## config.mk

```make
export PLATFORM = sky130hd
export DESIGN_NAME = size_string_parser
export DESIGN_NICKNAME = d
export VERILOG_FILES = /design/src/rtl/ssp_pkg.sv /design/src/rtl/ssp_scale_stage.sv /design/src/rtl/size_string_parser.sv
export SDC_FILE = /design/constraint.sdc
export NUM_CORES = 2
export LEC_CHECK = 0
export ABC_CLOCK_PERIOD_IN_PS = 26300
export BUFFER_PORTS_ARGS = -buffer_cell sky130_fd_sc_hd__buf_2
export CAP_MARGIN = 20
export CORE_MARGIN = 3
export CORE_UTILIZATION = 35
export DETAILED_ROUTE_END_ITERATION = 7
export SLEW_MARGIN = 20
export SYNTH_ARGS = -nofsm -noshare
export SYNTH_HDL_FRONTEND = slang
export SYNTH_SLANG_ARGS = --single-unit
```

## constraint.sdc

```tcl
create_clock -name i_clk -period 26.3 [get_ports i_clk]
set_input_delay 3.945 -clock i_clk [delete_from_list [all_inputs] [get_ports i_clk]]
set_output_delay 3.945 -clock i_clk [all_outputs]
set_load 0.005 [all_outputs]
```

## src/rtl/ssp_pkg.sv

```systemverilog
package ssp_pkg;

    // Digit limit for the leading decimal number
    localparam int unsigned MaxDigits = 20;

    // Result status codes
    localparam logic [2:0] ST_OK          = 3'd0;
    localparam logic [2:0] ST_NO_DIGITS   = 3'd1;
    localparam logic [2:0] ST_BAD_SUFFIX  = 3'd2;
    localparam logic [2:0] ST_SUFFIX_LONG = 3'd3;
    localparam logic [2:0] ST_OVERFLOW    = 3'd4;

    // One request in flight through the scaling pipeline
    typedef struct packed {
        logic [63:0] value;      // running product, zero on error
        logic [2:0]  status;
        logic [2:0]  steps;      // scaling steps still to apply
        logic        base_1000;  // 1: scale by 1000, 0: scale by 1024
    } t_stage;

    function automatic logic [7:0] to_lower(input logic [7:0] c);
        logic [7:0] r;
        r = c;
        if (c >= 8'h41 && c <= 8'h5a) begin
            r = c + 8'd32;
        end
        return r;
    endfunction

    // Power of the unit letter: k=1, m=2, g=3, t=4, anything else 0
    function automatic logic [2:0] unit_steps(input logic [7:0] letter);
        logic [2:0] r;
        case (letter)
            8'h6b:   r = 3'd1;
            8'h6d:   r = 3'd2;
            8'h67:   r = 3'd3;
            8'h74:   r = 3'd4;
            default: r = 3'd0;
        endcase
        return r;
    endfunction

endpackage

```

## src/rtl/ssp_scale_stage.sv

```systemverilog
module ssp_scale_stage (
    input  logic            i_clk,
    input  logic            i_rst_n,
    input  logic            i_valid,
    output logic            o_ready,
    input  ssp_pkg::t_stage i_data,
    output logic            o_valid,
    input  logic            i_ready,
    output ssp_pkg::t_stage o_data
);
    import ssp_pkg::*;

    logic   r_valid;
    t_stage r_data;
    t_stage n_data;
    logic [73:0] x;
    logic [73:0] prod;

    // Stage takes a request when empty or when its content moves on
    assign o_ready = !r_valid || i_ready;

    // When steps remain, one multiply by 1000 or 1024 as shifts and subtracts, overflow from the top bits
    always_comb begin
        x = {10'b0, i_data.value};
        if (i_data.base_1000) begin
            prod = (x << 10) - (x << 4) - (x << 3);
        end else begin
            prod = x << 10;
        end
        n_data = i_data;
        if (i_data.steps != 3'd0) begin
            n_data.steps = i_data.steps - 3'd1;
            if (prod[73:64] != 10'b0) begin
                n_data.value  = 64'd0;
                n_data.status = ST_OVERFLOW;
                n_data.steps  = 3'd0;
            end else begin
                n_data.value = prod[63:0];
            end
        end
    end

    always_ff @(posedge i_clk) begin
        if (!i_rst_n) begin
            r_valid <= 1'b0;
        end else if (o_ready) begin
            r_valid <= i_valid;
        end
    end

    always_ff @(posedge i_clk) begin
        if (o_ready && i_valid) begin
            r_data <= n_data;
        end
    end

    assign o_valid = r_valid;
    assign o_data  = r_data;

endmodule

```

## src/rtl/size_string_parser.sv

```systemverilog
// Size string parser: takes a size string such as "12", "4k" or "3GB" one
// character per request (i_is_end marks the terminator) and answers each
// terminator with the value in bytes and a status (0 ok, 1 no digits,
// 2 unknown suffix, 3 suffix too long, 4 overflow; value is zero unless ok).
// Characters are taken one per cycle, with no gaps while nothing stalls; a new
// string may start in the cycle after its predecessor's terminator. The result
// of a string passes through one decode register, four scaling stages, each
// applying at most one factor of 1000 or 1024, and then the output register.
// Backpressure on the result side stalls the pipeline and, once it is full, the
// input side.
module size_string_parser (
    input  logic        i_clk,
    input  logic        i_rst_n,
    input  logic        i_valid,
    output logic        o_ready,
    input  logic [7:0]  i_ch,
    input  logic        i_is_end,
    output logic        o_valid,
    input  logic        i_ready,
    output logic [63:0] o_size_value,
    output logic [2:0]  o_status
);
    import ssp_pkg::*;

    localparam int NumStages = 4;

    // String state
    logic        r_in_suffix;
    logic [63:0] r_accum;
    logic        r_accum_ovf;
    logic [4:0]  r_digit_count;
    logic [1:0]  r_suffix_len;
    logic [7:0]  r_suffix_chars [2];

    logic        take;
    logic        is_digit;
    logic [67:0] acc_wide;
    t_stage      n_p0;
    logic [7:0]  c0;
    logic [7:0]  c1;
    logic [2:0]  steps0;

    logic [NumStages:0] stg_valid;
    logic [NumStages:0] stg_ready;
    t_stage             stg_data [NumStages+1];
    logic               r_p0_valid;
    t_stage             r_p0;
    logic               out_valid;
    logic               out_ready;
    t_stage             r_out;
    logic               r_out_valid;

    assign o_ready = !r_p0_valid || stg_ready[0];
    assign take    = i_valid && o_ready;

    // Digit accumulate: accum*10 + d, overflow when the top bits are set
    assign is_digit = !r_in_suffix && (r_digit_count < 5'(MaxDigits)) &&
                      (i_ch >= 8'h30) && (i_ch <= 8'h39);
    assign acc_wide = ({4'b0, r_accum} << 3) + ({4'b0, r_accum} << 1) +
                      68'(i_ch - 8'h30);

    always_ff @(posedge i_clk) begin
        if (!i_rst_n) begin
            r_in_suffix   <= 1'b0;
            r_accum       <= 64'd0;
            r_accum_ovf   <= 1'b0;
            r_digit_count <= 5'd0;
            r_suffix_len  <= 2'd0;
        end else if (take) begin
            if (i_is_end) begin
                r_in_suffix   <= 1'b0;
                r_accum       <= 64'd0;
                r_accum_ovf   <= 1'b0;
                r_digit_count <= 5'd0;
                r_suffix_len  <= 2'd0;
            end else if (is_digit) begin
                if (acc_wide[67:64] != 4'b0) begin
                    r_accum_ovf <= 1'b1;
                    r_accum     <= '1;
                end else begin
                    r_accum <= acc_wide[63:0];
                end
                r_digit_count <= r_digit_count + 5'd1;
            end else begin
                r_in_suffix <= 1'b1;
                if (r_suffix_len != 2'd3) begin
                    r_suffix_len <= r_suffix_len + 2'd1;
                end
            end
        end
    end

    // Suffix characters, only the first two are kept
    always_ff @(posedge i_clk) begin
        if (take && !i_is_end && !is_digit && !r_suffix_len[1]) begin
            r_suffix_chars[r_suffix_len[0]] <= i_ch;
        end
    end

    // Terminator decode: status checks in priority order and scaling steps
    always_comb begin
        c0     = to_lower(r_suffix_chars[0]);
        c1     = to_lower(r_suffix_chars[1]);
        steps0 = unit_steps(c0);
        n_p0.value     = r_accum;
        n_p0.status    = ST_OK;
        n_p0.steps     = 3'd0;
        n_p0.base_1000 = 1'b0;
        if (r_digit_count == 5'd0) begin
            n_p0.status = ST_NO_DIGITS;
        end else if (r_suffix_len == 2'd3) begin
            n_p0.status = ST_SUFFIX_LONG;
        end else if (r_suffix_len == 2'd1) begin
            n_p0.steps = steps0;
            if (steps0 == 3'd0) begin
                n_p0.status = ST_BAD_SUFFIX;
            end
        end else if (r_suffix_len == 2'd2) begin
            n_p0.steps     = steps0;
            n_p0.base_1000 = 1'b1;
            if (steps0 == 3'd0 || c1 != 8'h62) begin
                n_p0.status = ST_BAD_SUFFIX;
            end
        end
        if (n_p0.status == ST_OK && r_accum_ovf) begin
            n_p0.status = ST_OVERFLOW;
        end
        if (n_p0.status != ST_OK) begin
            n_p0.value = 64'd0;
            n_p0.steps = 3'd0;
        end
    end

    always_ff @(posedge i_clk) begin
        if (!i_rst_n) begin
            r_p0_valid <= 1'b0;
        end else if (o_ready) begin
            r_p0_valid <= i_valid && i_is_end;
        end
    end

    always_ff @(posedge i_clk) begin
        if (take && i_is_end) begin
            r_p0 <= n_p0;
        end
    end

    assign stg_valid[0] = r_p0_valid;
    assign stg_data[0]  = r_p0;

    // Scaling pipeline, one factor per stage
    for (genvar k = 1; k <= NumStages; k++) begin : g_scale
        ssp_scale_stage u_stage (
            .i_clk   (i_clk),
            .i_rst_n (i_rst_n),
            .i_valid (stg_valid[k-1]),
            .o_ready (stg_ready[k-1]),
            .i_data  (stg_data[k-1]),
            .o_valid (stg_valid[k]),
            .i_ready (stg_ready[k]),
            .o_data  (stg_data[k])
        );
    end

    // Output register
    assign out_valid            = stg_valid[NumStages];
    assign out_ready            = !r_out_valid || i_ready;
    assign stg_ready[NumStages] = out_ready;

    always_ff @(posedge i_clk) begin
        if (!i_rst_n) begin
            r_out_valid <= 1'b0;
        end else if (out_ready) begin
            r_out_valid <= out_valid;
        end
    end

    always_ff @(posedge i_clk) begin
        if (out_ready && out_valid) begin
            r_out <= stg_data[NumStages];
        end
    end

    assign o_valid      = r_out_valid;
    assign o_size_value = r_out.value;
    assign o_status     = r_out.status;

endmodule

```

# Word level (Yosys, flattened, before mapping)

Memories as Yosys holds them, arrays and structs flattened.
Index checks and enable logic that the tools add are counted.
W data, S select, Z words.

Add/subtract/negate cells: 19
Multipliers: 0
Divide/modulo/power cells: 0
Order comparisons: 7
Equality and inequality tests: 10
Shift-type cells: 0
Muxes and demuxes: 41
Bitwise operators: 0
Reductions and logical operators: 56

Operators by type and width:

| kind                  | count |
|---|---|
| $mux W64              | 7 |
| $mux W74              | 4 |
| $sub A74 B67 Y74      | 4 |
| $sub A74 B68 Y74      | 4 |
| $mux W70              | 4 |
| $add A67 B65 Y68      | 1 |
| $add A68 B68 Y68      | 1 |
| $reduce_bool A10 Y1   | 4 |
| $eq A8 B7 Y1 const B  | 4 |
| $mux W6               | 5 |
| $logic_and A1 B1 Y1   | 17 |
| $add A8 B6 Y8 const B | 2 |
| $ge A8 B7 Y1 const B  | 2 |
| $le A8 B7 Y1 const B  | 2 |
| $mux W8               | 2 |
| $reduce_bool A3 Y1    | 5 |
| $pmux W3 S4           | 1 |
| $sub A3 B1 Y3 const B | 4 |
| $logic_not A1 Y1      | 10 |
| $mux W2               | 5 |
| $mux W5               | 2 |
| $mux W3               | 3 |
| $sub A8 B6 Y9 const B | 1 |
| $ge A8 B6 Y1 const B  | 1 |
| 18 further kinds      | 38 |

Register bits after elaboration: 497
Bits in latches: 0
Memory bits (writable): 16
Bits in read-only memories: 0
Input port bits: 13
Memories kept: 1

Memories:

| name           | depth | bits a word | read ports | clocked after memory_dff | write ports | line                     | source |
|---|---|---|---|---|---|---|---|
| r_suffix_chars | 2     | 8           | 2          | 0                        | 1           | size_string_parser.sv:33 | `logic [7:0] r_suffix_chars [2];` |

# Depth between registers and ports, before layout

An unclocked memory read counts as a cell.

Depth in word-level cells: 18
Gate-level depth with buffers: 19

# Hierarchy

A second synthesis with hierarchy kept.

Cells, all modules: 6,046
Area total of the unflattened synthesis: 54,208.2 µm²

By module, submodules not included:

| module                               | times used | cells each | area each (µm²) | seq. area each (µm²) |
|---|---|---|---|---|
| size_string_parser                   | 1          | 1,302      | 13,878.3        | 6,125.9 |
| ssp_scale_stage (g_scale[3].u_stage) | 1          | 1,186      | 10,203.5        | 2,152.1 |
| ssp_scale_stage (g_scale[2].u_stage) | 1          | 1,209      | 10,110.9        | 2,152.1 |
| ssp_scale_stage (g_scale[4].u_stage) | 1          | 1,178      | 10,052.1        | 2,152.1 |
| ssp_scale_stage (g_scale[1].u_stage) | 1          | 1,171      | 9,963.3         | 2,152.1 |

# Worst setup path before layout

No wires, ideal clock.

Path type: input port to flip-flop
Start: input port i_ch[4]
End: register r_accum[9]
Library setup time: 120 ps
Arrival: 14,135 ps
Path slack: 12,045 ps
Stages: 18
Buffers on the path: 3
Cell sequence: ha_1 nor3_1 fa_1 ha_1 clkbuf_1 nand2_1 nor4b_1 nand4_1 a2111oi_1 nor4_4 o31ai_1 a221oi_1 xnor2_1 or4_4 and2_4 buf_6 buf_6 a211o_1

Longest elaborated chain between the ends: 6
Elaborated cells between the ends (all ways): 12

RTL lines:

| item                   | line                     | source |
|---|---|---|
| start: declaration     | size_string_parser.sv:16 | `input logic [7:0] i_ch,` |
| $sub A8 B6 Y9          | size_string_parser.sv:60 | `68'(i_ch - 8'h30);` |
| $add A68 B68 Y68       | size_string_parser.sv:59 | `assign acc_wide = ({4'b0, r_accum} << 3) + ({4'b0, r_accum} << 1) +` |
| $reduce_bool A4 Y1     | size_string_parser.sv:77 | `if (acc_wide[67:64] != 4'b0) begin` |
| $mux W64               | size_string_parser.sv:77 |  |
| $mux W64               | size_string_parser.sv:76 | `end else if (is_digit) begin` |
| $mux W64               | size_string_parser.sv:70 | `if (i_is_end) begin` |
| end signal: assignment | size_string_parser.sv:81 | `r_accum <= acc_wide[63:0];` |
| end: declaration       | size_string_parser.sv:29 | `logic [63:0] r_accum;` |

Several ways; a longest one is shown, not always the timed one. The select of a mux whose other input is x is not followed.
A chain may end at the register's enable or synchronous reset.

# Worst setup path in the final report

Start: input port i_ch[4]
End: register r_accum[46]

Same word-level chain as after synthesis.

==> flow_summary.toml <==
[outcome]
status = "completed"

[die]
ios = 82
initial_core_util = 0.355
die_w_um = 391
fp.dieArea_mm2 = 0.153
die_h_um = 391
core_area_mm2 = 0.147
num_rows = 140

[route]
wl_met1_um = 70100
drcViolationCount = 0
wl_um = 157000
final_antenna_net_count = 0
routed.top_layer = "met4"
drt_iter0_drc = 3629
route.met2.wl_um = 74200
wl_per_cell_um = 20.8
vias = 43900
via_per_inst = 5.81
wl_met3_um = 8020
drtPass1Iterations = 6

[timing]
worst_pin_slew_ns = 1.06
fin_crit_ns = 10.26
min_period_over_period = 0.390
fin_setup_tns_ns = 0
max_slew_margin = 0.287
final.setup_skew_ns = 0.0432
hold_viol = 0
hold_slack_ns = 0.417
setup_violations = 0
slew_viol_final = 0
max_freq_mhz = 97.5
rsz0062_at_grt = "false"
setup_ws_ns = 16.04

[layout]
fillerInstances = 14700
fin_cells = 7556
syn_to_final_growth_pct = 7.34
drive_gt1_frac = 0.0550
antenna_cells = 0
regArea_mm2 = 0.0146
final_core_util = 0.381
finalNetCount = 6290
multi_input_area_mm2 = 0.0347

[cts]
cts_tree = "built"
cts.sinks = 513
clk_path_buf_depth = 3
clk_pin_slew_ns = 0.06
clk_latency_ns = 0.66
htreeDepth = 2
cts_buffers = 58
cts_root_buf = "clkbuf_16"
cts-resized-gates = 0
cts_setup_buffers = 0
postCtsHoldBufs = 0

[worst_hold_path]
min_from = "g_scale[4].u_stage.o_data[61]"
hold_path_depth = 0
min_to = "o_size_value[54]"
hold_path_class = "reg2reg"

[critical_path]
worstPathRequired_ns = 26.82
worstSetupPathType = "in2reg"
end_kind = "flip-flop"
cp.arrival_ns = 10.78
worst-path-max-fanout = 51
startpoint_type = "primary input"
rrSetupSlack_ns = 19.89
r2r-end = "g_scale[4].u_stage.o_data[32]"
reg2reg_from = "g_scale[3].u_stage.o_data[31]"
rr_worst_depth = 13

[global_route]
grt_use_total = 0.201
grt_first_pass_wirelength_um = 248000
grt-ovfl-total = 0
grt_max_degree = 72
first_global_vias = 43900
antenna_found_initial = 0

[job]
maxCapViolations = 0

[logic_synthesis]
syn_avg_cell_area_um2 = 9.07
seq_area_frac_synth = 0.281
ys_ff_latch = 513
netlist.area_leader.share = 0.251
syn-cell-area_mm2 = 0.0520
synthArstFlopShare = 0
synth_xor_xnor_area_share = 0.0527
synth.area.top_cells = "edfxtp_1, fa_1, ha_1"
yosys-mux-area-fraction = 0.0385
synth_top_family_by_area = "compound AO/OA/AOI/OAI gates"
yosys.area_share.adder = 0.207
synth_edf_count = 434
synth_cells = 5732
synth_common_cells = "a21oi_1, nand2_1, edfxtp_1"
yosys_warnings = 0
syn_nets = 6431
synth-main-ff-cell = "edfxtp_1"
synth_compound_gate_area_share = 0.220
yosys.cell_types.count = 105
yosysMostFrequentCell = "a21oi_1"
synth_top_area_cell = "edfxtp_1"
synthSimpleGateAreaFrac = 0.148

[placed_design]
place_ws_ns = 15.38
dpl.hpwl_um = 128000
gp_congestion = 0.955
io_buffer_count = 81
placed_cells = 7448

[pwr]
p_leak_nw = 22.0
p_per_area_mw_per_mm2 = 47.9
irDropWorstVdd_v = 0.0000538
[worst max-delay path by stage]
stage             endpoint  startpoint  slack, ns
6_report       r_accum[46]     i_ch[4]      16.04
5_1_grt        r_accum[55]     i_ch[4]      15.78
4_1_cts        r_accum[25]     i_ch[4]      16.07
3_5_place_dp    r_accum[9]     i_ch[4]      15.38
3_3_place_gp   r_accum[55]     i_ch[4]      15.46
2_1_floorplan   r_accum[9]     i_ch[4]      12.05
[area by class of cell]
type | count | area share
Tap cell | 1917 | 0.0430
Timing Repair Buffer | 119 | 0.0124
Inverter | 384 | 0.0258
Multi-Input combinational cell | 4515 | 0.622
Clock inverter | 31 | 0.00646
Sequential cell | 513 | 0.262
Clock buffer | 77 | 0.0284
[worst max-delay path: stages]
cell and delay (ns):
buf_2 0.14, ha_1 0.26, nor3_2 0.13, buf_4 0.37, buf_4 0.59, fa_1 0.54, ha_1 0.45, nand2_1 0.18
nor4b_1 0.63, nand4_1 0.29, a2111oi_1 0.68, nor4_4 0.15, o31ai_1 0.65, a221oi_1 0.20, xnor2_1 0.16, or4_4 0.65
and2_4 0.37, a221o_1 0.31
[flip-flops by register name (all words and copies together), names as in the netlist]
| name | flops |
|---|---|
| r_p0_valid | 1 |
| r_suffix_len | 2 |
| r_digit_count | 5 |
| r_accum_ovf | 1 |
| r_in_suffix | 1 |
| r_accum | 64 |
| r_suffix_chars | 16 |
| r_p0 | 71 |
| g_scale.u_stage.o_valid | 4 |
| o_valid | 1 |
| o_size_value | 64 |
| g_scale.u_stage.o_data | 280 |
| o_status | 3 |
[routing by layer]
layer  vias to the layer above  track usage
met5                         -            0
met4                         0       0.0562
met3                       250       0.0189
met2                      1411        0.339
met1                     21300        0.273
li1                      21000            -
[logic make-up (layout without fill, tap and decap cells)]
family,count (synthesis),after routing
compound gates,1755,1755
flops,513,513
mux,199,199
xor+xnor,313,313
simple gates,1562,1562
fa+ha+maj,686,686
buf+inv,704,611
[where the power goes]
group | total [mW] | leakage (nW) | switching [mW] | internal (mW)
combinational | 0.894 | 16.4 | 0.556 | 0.338
sequential | 0.959 | 4.62 | 0.0526 | 0.907
clock | 0.820 | 0.944 | 0.335 | 0.486
total | 2.67 | 22.0 | 0.943 | 1.73
[metrics by stage]
| step | total power, mW | instance area [um^2] |
|---|---|---|
| after floorplan | 1.63 | 52000 |
| after global placement | 1.85 | 53900 |
| after detailed placement | 1.85 | 53900 |
| after CTS | 2.69 | 55800 |
| after global routing | 2.84 | 55800 |
| final | 2.67 | 55800 |
[cells in the final DEF, fill, tap and decap left out, drive strengths merged, types with 59 or more instances in the layout]
| master | netlist | routed |
|---|---|---|
| a21o | 101 | 101 |
| a21oi | 503 | 503 |
| and2 | 91 | 91 |
| buf | 34 | 119 |
| clkbuf | 286 | 77 |
| dfxtp | 79 | 79 |
| edfxtp | 434 | 434 |
| fa | 291 | 291 |
| ha | 395 | 395 |
| inv | 384 | 393 |
| mux2i | 191 | 191 |
| nand2 | 441 | 441 |
| nand3 | 102 | 102 |
| nand4 | 168 | 168 |
| nor2 | 359 | 359 |
| nor3 | 119 | 119 |
| o21a | 59 | 59 |
| o21ai | 328 | 328 |
| o21bai | 60 | 60 |
| o22ai | 188 | 188 |
| o32ai | 60 | 60 |
| xnor2 | 181 | 181 |
| xor2 | 132 | 132 |
Power figures use the tool's default switching activity.
